$ cat src/assert_macros.svh
// Assertion macros shared by the RTL files of the expression evaluator.
`ifndef ASSERT_MACROS_SVH
`define ASSERT_MACROS_SVH

`ifndef SYNTHESIS
// Property must hold at every clock edge outside reset.
`define IEE_ASSERT(lbl, clk, rstn, prop) \
  lbl: assert property (@(posedge clk) disable iff (!rstn) prop) \
    else $error("iee assertion failed");
// Condition must never be seen at a clock edge outside reset.
`define IEE_ASSERT_NEVER(lbl, clk, rstn, cond) \
  lbl: assert property (@(posedge clk) disable iff (!rstn) !(cond)) \
    else $error("iee forbidden condition seen");
`else
`define IEE_ASSERT(lbl, clk, rstn, prop)
`define IEE_ASSERT_NEVER(lbl, clk, rstn, cond)
`endif

`endif

$ cat src/iee_pkg.sv
// Types and constants shared by the expression evaluator modules.
package iee_pkg;

  localparam int unsigned VALUE_WIDTH_DEF = 32;
  localparam int unsigned QUEUE_DEPTH_DEF = 2;
  localparam int unsigned RESULT_WIDTH    = 32;

  localparam logic [7:0] CHAR_ZERO  = 8'd48;
  localparam logic [7:0] RADIX      = 8'd10;
  localparam logic [7:0] CHAR_MUL   = 8'h2A;  // '*'
  localparam logic [7:0] CHAR_DIV   = 8'h2F;  // '/'
  localparam logic [7:0] CHAR_ADD   = 8'h2B;  // '+'
  localparam logic [7:0] CHAR_SUB   = 8'h2D;  // '-'

  typedef enum logic [2:0] {
    OP_NONE,
    OP_DIGIT,
    OP_MUL,
    OP_DIV,
    OP_ADD,
    OP_SUB
  } op_e;

  typedef enum logic [1:0] {
    PEND_NONE = 2'd0,
    PEND_MUL  = 2'd1,
    PEND_DIV  = 2'd2
  } pend_e;

  typedef enum logic [1:0] {
    ST_IDLE,
    ST_EXEC,
    ST_WAIT,
    ST_POST
  } state_e;

  typedef struct packed {
    op_e        op;
    logic [3:0] digit;
    logic       last;
  } tok_t;

  typedef struct packed {
    logic start;
    logic is_div;
  } md_ctrl_t;

  typedef struct packed {
    logic done;
    logic div_zero;
  } md_stat_t;

endpackage

$ cat src/iee_front.sv
// Front end: classifies each character into a token for the queue.
module iee_front (
  input  logic          push_i,
  input  logic [7:0]    char_code_i,
  input  logic          last_i,
  input  logic          q_full_i,
  output logic          full_o,
  output logic          wr_o,
  output iee_pkg::tok_t tok_o
);
  import iee_pkg::*;

  logic [7:0] offs;
  logic       keep;

  assign offs = char_code_i - CHAR_ZERO;

  always_comb begin
    tok_o.digit = offs[3:0];
    tok_o.last  = last_i;
    priority if (offs < RADIX) begin
      tok_o.op = OP_DIGIT;
    end else if (char_code_i == CHAR_MUL) begin
      tok_o.op = OP_MUL;
    end else if (char_code_i == CHAR_DIV) begin
      tok_o.op = OP_DIV;
    end else if (char_code_i == CHAR_ADD) begin
      tok_o.op = OP_ADD;
    end else if (char_code_i == CHAR_SUB) begin
      tok_o.op = OP_SUB;
    end else begin
      tok_o.op = OP_NONE;
    end
  end

  // other characters are dropped unless they close the expression
  assign keep   = (tok_o.op != OP_NONE) || last_i;
  assign full_o = q_full_i;
  assign wr_o   = push_i && !q_full_i && keep;

endmodule

$ cat src/iee_fifo.sv
// Short token queue between front and back end.
module iee_fifo #(
  parameter int unsigned DEPTH = iee_pkg::QUEUE_DEPTH_DEF
) (
  input  logic          clk_i,
  input  logic          rst_ni,
  input  logic          wr_i,
  input  iee_pkg::tok_t wdata_i,
  input  logic          rd_i,
  output iee_pkg::tok_t rdata_o,
  output logic          full_o,
  output logic          empty_o
);
  import iee_pkg::*;
  `include "assert_macros.svh"

  localparam int unsigned AW = (DEPTH > 1) ? $clog2(DEPTH) : 1;
  localparam int unsigned CW = $clog2(DEPTH + 1);

  tok_t          mem_q [DEPTH];
  logic [AW-1:0] wr_ptr_q, wr_ptr_d, rd_ptr_q, rd_ptr_d;
  logic [CW-1:0] count_q, count_d;

  always_comb begin
    wr_ptr_d = wr_ptr_q;
    rd_ptr_d = rd_ptr_q;
    count_d  = count_q;
    if (wr_i) begin
      wr_ptr_d = (wr_ptr_q == AW'(DEPTH - 1)) ? '0 : wr_ptr_q + 1'b1;
    end
    if (rd_i) begin
      rd_ptr_d = (rd_ptr_q == AW'(DEPTH - 1)) ? '0 : rd_ptr_q + 1'b1;
    end
    if (wr_i && !rd_i) begin
      count_d = count_q + 1'b1;
    end else if (rd_i && !wr_i) begin
      count_d = count_q - 1'b1;
    end
  end

  always_ff @(posedge clk_i or negedge rst_ni) begin
    if (!rst_ni) begin
      wr_ptr_q <= '0;
      rd_ptr_q <= '0;
      count_q  <= '0;
    end else begin
      wr_ptr_q <= wr_ptr_d;
      rd_ptr_q <= rd_ptr_d;
      count_q  <= count_d;
    end
  end

  always_ff @(posedge clk_i) begin
    if (wr_i) begin
      mem_q[wr_ptr_q] <= wdata_i;
    end
  end

  assign rdata_o = mem_q[rd_ptr_q];
  assign full_o  = (count_q == CW'(DEPTH));
  assign empty_o = (count_q == '0);

  `IEE_ASSERT(a_count_bound, clk_i, rst_ni, count_q <= CW'(DEPTH))
  `IEE_ASSERT_NEVER(a_no_read_empty, clk_i, rst_ni, rd_i && (count_q == '0))

endmodule

$ cat src/iee_muldiv.sv
// Iterative shift-add multiplier and restoring signed divider, one bit per cycle.
module iee_muldiv #(
  parameter int unsigned VALUE_WIDTH = iee_pkg::VALUE_WIDTH_DEF
) (
  input  logic                   clk_i,
  input  logic                   rst_ni,
  input  iee_pkg::md_ctrl_t      ctrl_i,
  input  logic [VALUE_WIDTH-1:0] a_i,
  input  logic [VALUE_WIDTH-1:0] b_i,
  output logic [VALUE_WIDTH-1:0] res_o,
  output iee_pkg::md_stat_t      stat_o
);
  import iee_pkg::*;
  `include "assert_macros.svh"

  localparam int unsigned W  = VALUE_WIDTH;
  localparam int unsigned CW = $clog2(W);

  logic          busy_q, busy_d;
  logic          is_div_q, is_div_d;
  logic          neg_q, neg_d;
  logic [CW-1:0] cnt_q, cnt_d;
  logic [W-1:0]  x_q, x_d, y_q, y_d, acc_q, acc_d, res_q, res_d;
  logic          done_q, done_d, dz_q, dz_d;

  logic [W-1:0]  abs_a, abs_b;
  logic [W:0]    trial;
  logic          ge;
  logic [W:0]    diff;

  assign abs_a = a_i[W-1] ? (~a_i + 1'b1) : a_i;
  assign abs_b = b_i[W-1] ? (~b_i + 1'b1) : b_i;
  assign trial = {acc_q, x_q[W-1]};
  assign diff  = trial - {1'b0, y_q};
  assign ge    = !diff[W];

  always_comb begin
    busy_d   = busy_q;
    is_div_d = is_div_q;
    neg_d    = neg_q;
    cnt_d    = cnt_q;
    x_d      = x_q;
    y_d      = y_q;
    acc_d    = acc_q;
    res_d    = res_q;
    done_d   = 1'b0;
    dz_d     = 1'b0;
    if (ctrl_i.start) begin
      is_div_d = ctrl_i.is_div;
      acc_d    = '0;
      cnt_d    = '0;
      if (ctrl_i.is_div) begin
        x_d   = abs_a;
        y_d   = abs_b;
        neg_d = a_i[W-1] ^ b_i[W-1];
        if (abs_b == '0) begin
          // quotient 0 and the error flag, no iterations
          res_d  = '0;
          done_d = 1'b1;
          dz_d   = 1'b1;
        end else begin
          busy_d = 1'b1;
        end
      end else begin
        x_d    = b_i;
        y_d    = a_i;
        busy_d = 1'b1;
      end
    end else if (busy_q) begin
      if (is_div_q) begin
        acc_d = ge ? diff[W-1:0] : trial[W-1:0];
        x_d   = {x_q[W-2:0], ge};
      end else begin
        acc_d = x_q[0] ? (acc_q + y_q) : acc_q;
        x_d   = x_q >> 1;
        y_d   = y_q << 1;
      end
      cnt_d = cnt_q + 1'b1;
      if (cnt_q == CW'(W - 1)) begin
        busy_d = 1'b0;
        done_d = 1'b1;
        if (is_div_q) begin
          res_d = neg_q ? (~x_d + 1'b1) : x_d;
        end else begin
          res_d = acc_d;
        end
      end
    end
  end

  always_ff @(posedge clk_i or negedge rst_ni) begin
    if (!rst_ni) begin
      busy_q <= 1'b0;
      done_q <= 1'b0;
      dz_q   <= 1'b0;
      cnt_q  <= '0;
    end else begin
      busy_q <= busy_d;
      done_q <= done_d;
      dz_q   <= dz_d;
      cnt_q  <= cnt_d;
    end
  end

  always_ff @(posedge clk_i) begin
    is_div_q <= is_div_d;
    neg_q    <= neg_d;
    x_q      <= x_d;
    y_q      <= y_d;
    acc_q    <= acc_d;
    res_q    <= res_d;
  end

  assign res_o           = res_q;
  assign stat_o.done     = done_q;
  assign stat_o.div_zero = dz_q;

  `IEE_ASSERT_NEVER(a_start_idle, clk_i, rst_ni, ctrl_i.start && (busy_q || done_q))

endmodule

$ cat src/iee_back.sv
// Back end: sequencer that folds tokens into operand, term and sum, and holds the result.
module iee_back #(
  parameter int unsigned VALUE_WIDTH = iee_pkg::VALUE_WIDTH_DEF
) (
  input  logic                   clk_i,
  input  logic                   rst_ni,
  input  iee_pkg::tok_t          tok_i,
  input  logic                   tok_empty_i,
  output logic                   tok_pop_o,
  output iee_pkg::md_ctrl_t      md_ctrl_o,
  output logic [VALUE_WIDTH-1:0] md_a_o,
  output logic [VALUE_WIDTH-1:0] md_b_o,
  input  logic [VALUE_WIDTH-1:0] md_res_i,
  input  iee_pkg::md_stat_t      md_stat_i,
  input  logic                   pop_i,
  output logic                   empty_o,
  output logic signed [iee_pkg::RESULT_WIDTH-1:0] value_o,
  output logic                   div_by_zero_o
);
  import iee_pkg::*;
  `include "assert_macros.svh"

  localparam int unsigned W = VALUE_WIDTH;

  state_e       state_q, state_d;
  op_e          op_q, op_d;
  logic         last_q, last_d;
  logic [W-1:0] num_q, num_d, term_q, term_d, sum_q, sum_d;
  pend_e        pend_q, pend_d;
  logic         sub_q, sub_d, err_q, err_d;
  logic         out_valid_q, out_valid_d;
  logic [RESULT_WIDTH-1:0] out_value_q, out_value_d;
  logic         out_dz_q, out_dz_d;

  logic [W-1:0]  fin_sum;
  logic [63:0]   fin_wide;

  assign fin_sum  = sub_q ? (sum_q - term_q) : (sum_q + term_q);
  assign fin_wide = 64'($signed(fin_sum));

  assign md_a_o = term_q;
  assign md_b_o = num_q;

  always_comb begin
    state_d     = state_q;
    op_d        = op_q;
    last_d      = last_q;
    num_d       = num_q;
    term_d      = term_q;
    sum_d       = sum_q;
    pend_d      = pend_q;
    sub_d       = sub_q;
    err_d       = err_q;
    out_valid_d = out_valid_q;
    out_value_d = out_value_q;
    out_dz_d    = out_dz_q;
    tok_pop_o   = 1'b0;
    md_ctrl_o   = '0;

    if (pop_i && out_valid_q) begin
      out_valid_d = 1'b0;
    end

    unique case (state_q)
      ST_IDLE: begin
        if (!tok_empty_i) begin
          tok_pop_o = 1'b1;
          if (tok_i.op == OP_DIGIT) begin
            num_d = (num_q << 3) + (num_q << 1) + W'(tok_i.digit);
            if (tok_i.last) begin
              op_d    = OP_NONE;
              last_d  = 1'b0;
              state_d = ST_EXEC;
            end
          end else begin
            op_d    = tok_i.op;
            last_d  = tok_i.last;
            state_d = ST_EXEC;
          end
        end
      end
      ST_EXEC: begin
        // fold the operand into the term
        if (pend_q == PEND_MUL || pend_q == PEND_DIV) begin
          md_ctrl_o.start  = 1'b1;
          md_ctrl_o.is_div = (pend_q == PEND_DIV);
          state_d          = ST_WAIT;
        end else begin
          term_d  = num_q;
          num_d   = '0;
          state_d = ST_POST;
        end
      end
      ST_WAIT: begin
        if (md_stat_i.done) begin
          term_d  = md_res_i;
          err_d   = err_q | md_stat_i.div_zero;
          num_d   = '0;
          state_d = ST_POST;
        end
      end
      ST_POST: begin
        if (op_q == OP_NONE) begin
          // closing fold: hand the sum over once the result slot is free
          if (!out_valid_q || pop_i) begin
            out_valid_d = 1'b1;
            out_value_d = fin_wide[RESULT_WIDTH-1:0];
            out_dz_d    = err_q;
            num_d       = '0;
            term_d      = '0;
            sum_d       = '0;
            pend_d      = PEND_NONE;
            sub_d       = 1'b0;
            err_d       = 1'b0;
            state_d     = ST_IDLE;
          end
        end else begin
          unique case (op_q)
            OP_MUL: pend_d = PEND_MUL;
            OP_DIV: pend_d = PEND_DIV;
            OP_ADD, OP_SUB: begin
              sum_d  = fin_sum;
              term_d = '0;
              pend_d = PEND_NONE;
              sub_d  = (op_q == OP_SUB);
            end
            default: pend_d = pend_q;
          endcase
          if (last_q) begin
            op_d    = OP_NONE;
            last_d  = 1'b0;
            state_d = ST_EXEC;
          end else begin
            state_d = ST_IDLE;
          end
        end
      end
      default: state_d = ST_IDLE;
    endcase
  end

  always_ff @(posedge clk_i or negedge rst_ni) begin
    if (!rst_ni) begin
      state_q     <= ST_IDLE;
      op_q        <= OP_NONE;
      last_q      <= 1'b0;
      num_q       <= '0;
      term_q      <= '0;
      sum_q       <= '0;
      pend_q      <= PEND_NONE;
      sub_q       <= 1'b0;
      err_q       <= 1'b0;
      out_valid_q <= 1'b0;
    end else begin
      state_q     <= state_d;
      op_q        <= op_d;
      last_q      <= last_d;
      num_q       <= num_d;
      term_q      <= term_d;
      sum_q       <= sum_d;
      pend_q      <= pend_d;
      sub_q       <= sub_d;
      err_q       <= err_d;
      out_valid_q <= out_valid_d;
    end
  end

  always_ff @(posedge clk_i) begin
    out_value_q <= out_value_d;
    out_dz_q    <= out_dz_d;
  end

  assign empty_o       = !out_valid_q;
  assign value_o       = $signed(out_value_q);
  assign div_by_zero_o = out_dz_q;

  `IEE_ASSERT(a_done_in_wait, clk_i, rst_ni, md_stat_i.done |-> (state_q == ST_WAIT))

endmodule

$ cat src/infix_expression_evaluator.sv
// Streaming infix integer expression evaluator, top level.
// A digit is folded into the operand directly; an operator passes through the fold and
// post steps, waiting on the multiply/divide unit when a multiply or divide is pending;
// a closing operator folds twice. Throughput is set by the bit-serial multiply/divide
// unit; the back end takes the next token only once it is back in idle.
// Reset (rst_ni low, asynchronous) empties the queues and clears the back end's evaluation state.
module infix_expression_evaluator #(
  parameter int unsigned VALUE_WIDTH = iee_pkg::VALUE_WIDTH_DEF,
  parameter int unsigned QUEUE_DEPTH = iee_pkg::QUEUE_DEPTH_DEF
) (
  input  logic        clk_i,
  input  logic        rst_ni,
  // character input, queue style
  input  logic        push,
  output logic        full,
  input  logic [7:0]  char_code_i,
  input  logic        last_i,
  // result output, queue style
  output logic        empty,
  input  logic        pop,
  output logic signed [iee_pkg::RESULT_WIDTH-1:0] value_o,
  output logic        div_by_zero_o
);
  import iee_pkg::*;

  // front end to token queue
  logic     q_wr, q_full, q_empty, q_rd;
  tok_t     q_wdata, q_rdata;

  // back end to multiply/divide unit
  md_ctrl_t                 md_ctrl;
  md_stat_t                 md_stat;
  logic [VALUE_WIDTH-1:0]   md_a, md_b, md_res;

  // Front end: every transfer on the input side is classified here at once.
  // Characters that are neither digits nor operators never reach the queue,
  // unless they close the expression.
  iee_front u_front (
    .push_i      (push),
    .char_code_i (char_code_i),
    .last_i      (last_i),
    .q_full_i    (q_full),
    .full_o      (full),
    .wr_o        (q_wr),
    .tok_o       (q_wdata)
  );

  // Token queue decouples input transfers from the slow arithmetic.
  iee_fifo #(
    .DEPTH (QUEUE_DEPTH)
  ) u_fifo (
    .clk_i   (clk_i),
    .rst_ni  (rst_ni),
    .wr_i    (q_wr),
    .wdata_i (q_wdata),
    .rd_i    (q_rd),
    .rdata_o (q_rdata),
    .full_o  (q_full),
    .empty_o (q_empty)
  );

  // Back end: operand/term/sum folding; the result register acts as the
  // output stage, so a new expression can proceed while a result waits.
  iee_back #(
    .VALUE_WIDTH (VALUE_WIDTH)
  ) u_back (
    .clk_i         (clk_i),
    .rst_ni        (rst_ni),
    .tok_i         (q_rdata),
    .tok_empty_i   (q_empty),
    .tok_pop_o     (q_rd),
    .md_ctrl_o     (md_ctrl),
    .md_a_o        (md_a),
    .md_b_o        (md_b),
    .md_res_i      (md_res),
    .md_stat_i     (md_stat),
    .pop_i         (pop),
    .empty_o       (empty),
    .value_o       (value_o),
    .div_by_zero_o (div_by_zero_o)
  );

  // One bit per cycle: shift-add multiply, restoring divide on magnitudes.
  iee_muldiv #(
    .VALUE_WIDTH (VALUE_WIDTH)
  ) u_muldiv (
    .clk_i  (clk_i),
    .rst_ni (rst_ni),
    .ctrl_i (md_ctrl),
    .a_i    (md_a),
    .b_i    (md_b),
    .res_o  (md_res),
    .stat_o (md_stat)
  );

endmodule

$ cat config.mk
export PLATFORM = sky130hd
export DESIGN_NAME = infix_expression_evaluator
export DESIGN_NICKNAME = d
export VERILOG_FILES = /design/src/iee_pkg.sv /design/src/iee_front.sv /design/src/iee_fifo.sv /design/src/iee_muldiv.sv /design/src/iee_back.sv /design/src/infix_expression_evaluator.sv
export VERILOG_INCLUDE_DIRS = /design/src /design/src/src
export SDC_FILE = /design/constraint.sdc
export NUM_CORES = 1
export LEC_CHECK = 0
export BUFFER_PORTS_ARGS = -buffer_cell sky130_fd_sc_hd__buf_4
export CAP_MARGIN = 20
export CORE_UTILIZATION = 55
export CTS_BUF_LIST = sky130_fd_sc_hd__clkbuf_8
export DETAILED_ROUTE_END_ITERATION = 10
export PLACE_DENSITY_LB_ADDON = 0.12
export SLEW_MARGIN = 40
export SYNTH_ARGS = -nofsm -noshare
export SYNTH_HDL_FRONTEND = slang
export SYNTH_HIERARCHICAL = 1
export SYNTH_SLANG_ARGS = --single-unit
$ cat constraint.sdc
create_clock -name clk_i -period 7.91 [get_ports clk_i]
set_clock_uncertainty 0.15 [all_clocks]
set_input_delay 0 -clock clk_i [delete_from_list [all_inputs] [get_ports clk_i]]
set_output_delay 0 -clock clk_i [all_outputs]
set_load 0.005 [all_outputs]
==> results of run 1 <==
==> cell usage after synthesis (14+ instances only) <==
| library cell | instances | area [µm²] |
|---|---|---|
| a211oi_1 | 68 | 510 |
| a21o_1 | 61 | 458 |
| a21oi_1 | 193 | 966 |
| a22o_1 | 41 | 359 |
| a311oi_1 | 14 | 123 |
| a31oi_1 | 20 | 125 |
| and2_1 | 15 | 93.8 |
| and3_1 | 25 | 156 |
| buf_1 | 24 | 90.1 |
| clkbuf_1 | 117 | 439 |
| dfrtp_1 | 119 | 2980 |
| dfxtp_1 | 32 | 641 |
| edfxtp_1 | 147 | 4410 |
| ha_1 | 165 | 2060 |
| inv_1 | 109 | 409 |
| mux2_2 | 21 | 236 |
| mux2i_1 | 26 | 260 |
| nand2_1 | 289 | 1080 |
| nand2b_1 | 26 | 163 |
| nand3_1 | 46 | 230 |
| nand4_1 | 28 | 175 |
| nor2_1 | 194 | 728 |
| nor2b_1 | 29 | 181 |
| nor3_1 | 42 | 210 |
| nor3b_1 | 42 | 315 |
| o211ai_1 | 70 | 526 |
| o21a_1 | 14 | 105 |
| o21ai_0 | 227 | 1140 |
| o21bai_1 | 19 | 143 |
| o31ai_1 | 32 | 240 |
| or3_1 | 19 | 119 |
| xnor2_1 | 104 | 911 |
| xor2_1 | 119 | 1040 |
==> worst register-to-register path, stage by stage (launching register included) <==
cell	delay, ns
edfxtp_1	0.43
ha_1	0.24
fa_1	0.38
nand2b_1	0.19
a211oi_1	0.39
o211ai_1	0.19
nand2_1	0.17
a31oi_4	0.17
o21ai_2	0.39
a2111oi_4	0.13
buf_4	0.23
nor2_1	0.15
ha_1	0.31
nand4_1	0.19
or3_1	0.43
or4_1	0.54
o41ai_2	0.32
xor2_1	0.17
a211oi_1	0.09
==> path summary, 6_finish.rpt <==
path | from | to | slack [ns] | depth (start not counted)
setup reg to reg | u_muldiv/y_q[0]$_SDFFCE_PN0P_ | u_muldiv/res_o[30]$_SDFFCE_PP0P_ | 2.37 | 18
hold / removal | char_code_i[7] | u_fifo/wr_ptr_q$_DFFE_PN0P_ | 0.08 | 5
min in group asynchronous | rst_ni | u_back/sum_q[12]$_DFFE_PN0P_ | 0.33 | 4
setup / recovery | u_muldiv/y_q[0]$_SDFFCE_PN0P_ | u_muldiv/res_o[30]$_SDFFCE_PP0P_ | 2.37 | 18
max in group asynchronous | rst_ni | u_back/md_b_o[17]$_DFFE_PN0P_ | 6.78 | 4
hold reg to reg | u_back/sum_q[0]$_DFFE_PN0P_ | u_back/sum_q[0]$_DFFE_PN0P_ | 0.34 | 2
==> cell usage in the layout, fill, tap and decap left out, types with 28 or more instances in the layout <==
cell	n
a211oi_1	67
a21o_1	61
a21oi_1	193
a22o_1	41
buf_4	73
clkbuf_8	70
dfrtp_1	118
dfxtp_1	32
edfxtp_1	147
ha_1	164
inv_1	122
nand2_1	289
nand3_1	45
nand4_1	28
nor2_1	192
nor2b_1	28
nor3_1	42
nor3b_1	42
o211ai_1	70
o21ai_0	225
o31ai_1	32
xnor2_1	104
xor2_1	119
==> flip-flops by register name, indices dropped and copies added, names as in the netlist, 16 cells and up <==
name and cells:
u_muldiv/acc_q 32, u_back/sum_q 32, u_muldiv/res_o 32, u_back/value_o 32, u_muldiv/x_q 32, u_back/md_a_o 32, u_back/md_b_o 32, u_muldiv/y_q 32
u_fifo/mem_q 16
==> cell families (layout without fill, tap and decap cells) <==
family	Yosys count	in the layout	share of synthesized area [%]
AOI/OAI and AO/OA	913	913	25.4
xor gates and xnor gates	224	224	8.22
adders and majority gates	170	170	9.04
buffers and inverters	271	316	4.48
and+or+nand+nor	833	833	17.2
DFF	298	298	33.5
muxes	47	47	2.07
==> power by group <==
group	internal, W	switching [W]
clock	0.000964	0.000736
sequential	0.00242	0.000674
combinational	0.00329	0.00531
total	0.00667	0.00672
==> per-stage QoR <==
stage                     hold slack [ns]  std cells  area (µm²)  setup WS (ns)
after CTS                          0.0320       3386       26200           2.44
after detailed placement          -0.0955       3258       24700           2.48
after floorplan                    -0.446       2756       23900           3.19
after global placement             0.0379       3257       24600           2.62
final                              0.0776       3386       26200           2.37
after global routing               0.0911       3386       26200           2.10
==> cell type report <==
type,instances,share of cell area [%]
repair buffers,98,3.18
clock buffers,70,3.68
multi-input cells,2187,56.9
well taps,585,2.80
flip-flops and latches,298,30.7
clock inverters,37,1.12
inverters,111,1.59
==> metal layers <==
| layer | GRT usage (%) | wire (µm) |
|---|---|---|
| met1 | 44.1 | 32000 |
| met2 | 52.5 | 33400 |
| met3 | 5.13 | 5050 |
| met4 | 16.1 | 3610 |
| met5 | 0 | 0 |
==> run metrics, run 1 <==
Placer Congestion=0.958; vias in the first global route=20700; Horiz. Die Dim=211 µm; worst hold path type=in -> reg; CP max FO=15; Final setup viols=0; worst path cell trace=ha_1 -> fa_1 -> nand2b_1 -> a211oi_1 -> o211ai_1 -> nand2_1 -> a31oi_4 -> o21ai_2 -> a2111oi_4 -> buf_4 -> nor2_1 -> ha_1 -> nand4_1 -> or3_1 -> or4_1 -> o41ai_2 -> xor2_1 -> a211oi_1; Via-to-Cell Ratio=6.41; Die ar.=44400 µm²; gr usage total=33.1%; post-synthesis register bit count=298; Core Box Area=43000 µm²; pin count of the biggest net entering global routing=135; total power=0.0134 W; global route overflow=0; Max Cap Viol=0; Synth Warn #=6; average wire per standard cell=21.9 µm; DRC viols=0; Fmax achieved=181 MHz; Yosys cell types=102; first-pass GRT wire length=115000 µm; Worst Path Arrival=5.77 ns; Port Buffers=47; setup bufs post-CTS=0; CTS-repair resized insts=0; clk root buf=clkbuf_8; Post-CTS Hold Buffers=21; Fin Setup TNS=0 ns; PD cells=511 nW/µm²; CTS clk-pin slew, worst paths=0.06 ns; initial antenna violation count=0; Iteration-0 DRC Markers=1970; unrepaired setup endpoints after global routing=no; via count=21700; crit path max-delay cell type=or4_1; final worst-path cycle share=70.0%; initial core utilization=55.7%; total CTS buffers=57; nets=2936; CP peak stage delay=0.54 ns; ys async rst share=39.9%; Worst Path Required=8.14 ns; slew margin rel.=43.6%; worst path bufs/invs=1; Post-Syn Nets=2939; Layout Utilization=60.9%; syn_area_per_cell=8.69 µm²; mapped cell area=23900 µm²; Clock Path Buffers=3; DP HPWL=53900 µm; Seq/Total Area, Yosys=33.5%; Post-synth EDFFs=147; share of cells above drive strength 1=9.10%; endpoint class of the critical path=register; final hold vios=0; Top delay family on crit path=compound AO/OA/AOI/OAI gates; Pleak=10.9 nW; clk sinks=298; total number of H-tree levels=2; Syn Inst Count=2756; DR pass1 iterations=8; CTS tree=yes; Final Max Tran Viols=0; startpoint types=register; status=finished, final reports clean; remaining antenna violation count=0; Die Span Y=211 µm; minimum clock period=5.54 ns; FP Rows=76; IR drop worst, VDD=0.334 mV; slew at the pin closest to its max-slew limit=0.840 ns; Setup CP Type=reg -> reg; area of the multi-input gates=14900 µm²; Post-Route WL=74100 µm; Area Overhead vs Synth=9.33%; clk_lat worst skew=0.67 ns; register area=8030 µm²; num ports=48; fillcell total=3823; Inserted Diodes=0; top_reg_cell synth=edfxtp_1
(Power assumes the default switching activity.)
==> inputs of run 2 (changes only) <==
--- a/config.mk
+++ b/config.mk
@@ -6,6 +6,7 @@
 export SDC_FILE = /design/constraint.sdc
 export NUM_CORES = 1
 export LEC_CHECK = 0
+export ABC_AREA = 1
 export BUFFER_PORTS_ARGS = -buffer_cell sky130_fd_sc_hd__buf_4
 export CAP_MARGIN = 20
 export CORE_UTILIZATION = 55
==> constraint.sdc (replaced) <==
create_clock -name clk_i -period 5.1 [get_ports clk_i]
set_clock_uncertainty 0.15 [all_clocks]
set_input_delay 0 -clock clk_i [delete_from_list [all_inputs] [get_ports clk_i]]
set_output_delay 0 -clock clk_i [all_outputs]
set_load 0.005 [all_outputs]
==> run 2 against run 1 <==
Wire length grew 17%. Clock power grew 45%. Flip-flop and latch count is the same. Final cell count grew 34%. Largest power group unchanged. Sequential power grew 55%.
==> run metrics, run 2 <==
gr usage total=36.2% (+3.1 points); startpoint types=register; hold depth=5 (unchanged); remaining antenna violation count=0 (unchanged); reg-to-reg startpoint=u_muldiv/x_q[31]$_DFFE_PP_; Reg power frac=21.6% (-1.5 points); CTS clk-pin slew, worst paths=0.06 ns (about the same); met3 Use GR=6.82% (+1.7 points); top_reg_cell synth=edfxtp_1; initial core utilization=55.8% (+0.086 points); Worst Path Arrival=4.24 ns (-1.53 ns); DRC viols=0 (unchanged); final hold vios=0 (unchanged); first-pass GRT wire length=134000 µm (+16%); global route overflow=0 (unchanged); initial antenna violation count=2 (+2); Top Usage Layer GRT=met1; setup bufs post-CTS=0 (unchanged); unrepaired setup endpoints after global routing=no; mapped cell area=26000 µm² (+8.5%); vias in the first global route=23600 (+14%); Inserted Diodes=0 (unchanged); endpoint class of the critical path=register; clk sinks=298 (unchanged); commonest non-fill, non-tap cell in the layout=nand2_1; global routing usage on met1=52.6% (+8.5 points); syn_area_per_cell=6.76 µm² (-22%); Post-Route WL=86800 µm (+17%); Yosys top cell area share=17.0% (-1.4 points); Post-synth EDFFs=147 (unchanged); Final Max Tran Viols=0 (unchanged); switch share=54.9% (+4.7 points); DP HPWL=66500 µm (+23%); FP Rows=79 (+3.9%); nets=4067 (+39%); Post-Syn Nets=4025 (+37%); CP max FO=6 (-9); dominant cells by area after synthesis=edfxtp_1 (17%), nand2_1 (15%), dfrtp_1 (11%); most frequent cells after synthesis=nand2_1 (1024), inv_1 (550), nor2_1 (375); via count=25900 (+19%); fillcell total=4626 (+21%); total number of H-tree levels=2 (unchanged); dominant cell type by area after synthesis=edfxtp_1; Worst Reg-to-Reg Cells=26 (+8); clk_lat worst skew=0.69 ns (+0.02 ns); count leader, synth=nand2_1; Yosys cell types=71 (-30%); pin count of the biggest net entering global routing=121 (-10%); ys async rst share=39.9% (unchanged); Synth Warn #=6 (unchanged); Fmax achieved=249 MHz (+38%); Seq/Total Area, Yosys=30.9% (-2.6 points); Final setup viols=0 (unchanged); Iteration-0 DRC Markers=2924 (+48%); num ports=48 (unchanged); Crit Reg-Reg Endpoint=u_muldiv/res_o[30]$_SDFFCE_PP0P_; hold endpoint=u_back/out_valid_q$_DFF_PN0_; slew margin rel.=38.7% (-5.0 points); Port Buffers=47 (unchanged); internal power=0.00999 W (+50%); CTS tree=yes; Placer Congestion=1.02 (+6.1%); R2R Setup Slk=1.09 ns (-1.28 ns); Combinational Power Share=67.3% (+3.1 points); status=finished, final reports clean; DR pass1 iterations=6 (-2); Clock Path Buffers=3 (unchanged); Core Box Area=46600 µm² (+8.3%); Max Cap Viol=0 (unchanged); clk root buf=clkbuf_8; Syn Inst Count=3842 (+39%); worst hold path type=in -> reg; Post-CTS Hold Buffers=22 (+4.8%); Setup CP Type=reg -> reg; Hold Startpoint=pop; PD cells=786 nW/µm² (+54%); Sw Pwr=0.0122 W (+81%); average wire per standard cell=19.1 µm (-13%); Worst Path Required=5.33 ns (-2.81 ns); total CTS buffers=56 (-1.8%); Area Overhead vs Synth=8.48%; Die ar.=48100 µm² (+8.4%); Hold Worst Slack=0.0678 ns (-0.00982 ns); final worst-path cycle share=78.6% (+8.6 points); area of the multi-input gates=15300 µm² (+2.3%); IR drop worst, VDD=0.320 mV (-4.0%); met2 Usage GRT=51.7% (-0.87 points); Horiz. Die Dim=219 µm (+4.1%); share of cells above drive strength 1=6.74% (-2.4 points); CTS-repair resized insts=0 (unchanged); Fin Setup TNS=0 ns (unchanged); minimum clock period=4.01 ns (-1.53 ns); Pleak=14.2 nW (+30%); clock group share of total power=11.1% (-1.6 points); register area=8030 µm² (unchanged); commonest non-fill, non-tap cells in the layout=nand2_1 (1024), inv_1 (559), nor2_1 (372); Die Span Y=219 µm (+4.1%); post-synthesis register bit count=298 (unchanged); Via-to-Cell Ratio=5.72 (-11%); slew at the pin closest to its max-slew limit=0.911 ns (+0.0701 ns)
-- run 2: routing by layer --
layer	wire length (µm)	up-vias
met1	38600	11800
li1	-	12700
met2	35700	1268
met5	8	-
met4	3670	2
met3	8830	180
-- run 2: layout make-up --
type | count | area share, %
clock inverters | 36 | 0.759
well taps | 607 | 2.69
repair buffers | 98 | 2.97
clock buffers | 69 | 3.37
multi-input cells | 2864 | 54.1
flip-flops and latches | 298 | 28.5
inverters | 566 | 7.57
-- run 2: power groups by stage --
stage	combinational, W	clock [W]	sequential [W]
3_3_place_gp	0.0144	0	0.00478
2_1_floorplan	0.0108	0	0.00442
6_report	0.0149	0.00247	0.00478
5_1_grt	0.0165	0.00261	0.00488
4_1_cts	0.0145	0.00251	0.00475
3_5_place_dp	0.0145	0	0.00479
-- run 2: stage by stage --
stage	std cells	setup WS, ns	instance area, µm²	total power (W)	utilization (%)
3_3_place_gp	4410	1.25	26800	0.0192	57.5
3_5_place_dp	4411	1.14	26800	0.0192	57.5
2_1_floorplan	3842	0.918	26000	0.0152	-
6_report	4538	1.09	28200	0.0221	60.5
5_1_grt	4538	0.708	28200	0.0240	60.5
4_1_cts	4538	1.15	28200	0.0218	60.5
-- run 2: critical path, stage by stage, from the launching register on --
cell and delay, ns:
edfxtp_1 0.39, inv_1 0.06, ha_1 0.22, fa_1 0.42
inv_1 0.07, nand2_1 0.06, nand2_1 0.06, nand3_1 0.06
nand2_1 0.15, nand2_1 0.09, nand2_2 0.12, nand2_2 0.07
nand2_1 0.07, nand2_2 0.07, nand3_2 0.09, nand2_1 0.07
inv_2 0.11, ha_1 0.24, nand4_2 0.14, nor2_1 0.14
nand2_2 0.10, nor2_4 0.17, a21oi_2 0.10, nor2_2 0.14
nand2_1 0.08, o21ai_0 0.17, a21oi_1 0.09
-- run 2: worst max path at each step --
stage,startpoint,to,slack [ns],cells after the start
floorplan,u_muldiv/is_div_q$_DFFE_PP_,u_muldiv/y_q[0]$_SDFFCE_PN0P_,0.92,6
detailed placement,u_muldiv/x_q[31]$_DFFE_PP_,u_muldiv/res_o[30]$_SDFFCE_PP0P_,1.14,26
finish,u_muldiv/x_q[31]$_DFFE_PP_,u_muldiv/res_o[30]$_SDFFCE_PP0P_,1.09,26
CTS,u_muldiv/x_q[31]$_DFFE_PP_,u_muldiv/res_o[30]$_SDFFCE_PP0P_,1.15,26
global placement,u_muldiv/y_q[0]$_SDFFCE_PN0P_,u_muldiv/res_o[28]$_SDFFCE_PP0P_,1.25,25
global route,u_muldiv/x_q[31]$_DFFE_PP_,u_muldiv/res_o[26]$_SDFFCE_PP0P_,0.71,27
-- run 2: kinds of logic (layout without fill, tap and decap cells) --
logic type               count (synthesis)  after routing  synth area share [%]
XOR/XNOR                               143            143                  4.82
buffers and inverters                  680            769                  10.5
flip-flops                             298            298                  30.9
adder cells (fa/ha/maj)                170            170                  8.33
AND/OR/NAND/NOR                       1747           1747                  28.1
multiplexers                             8              8                 0.462
AO/OA/AOI/OAI                          796            796                  16.9
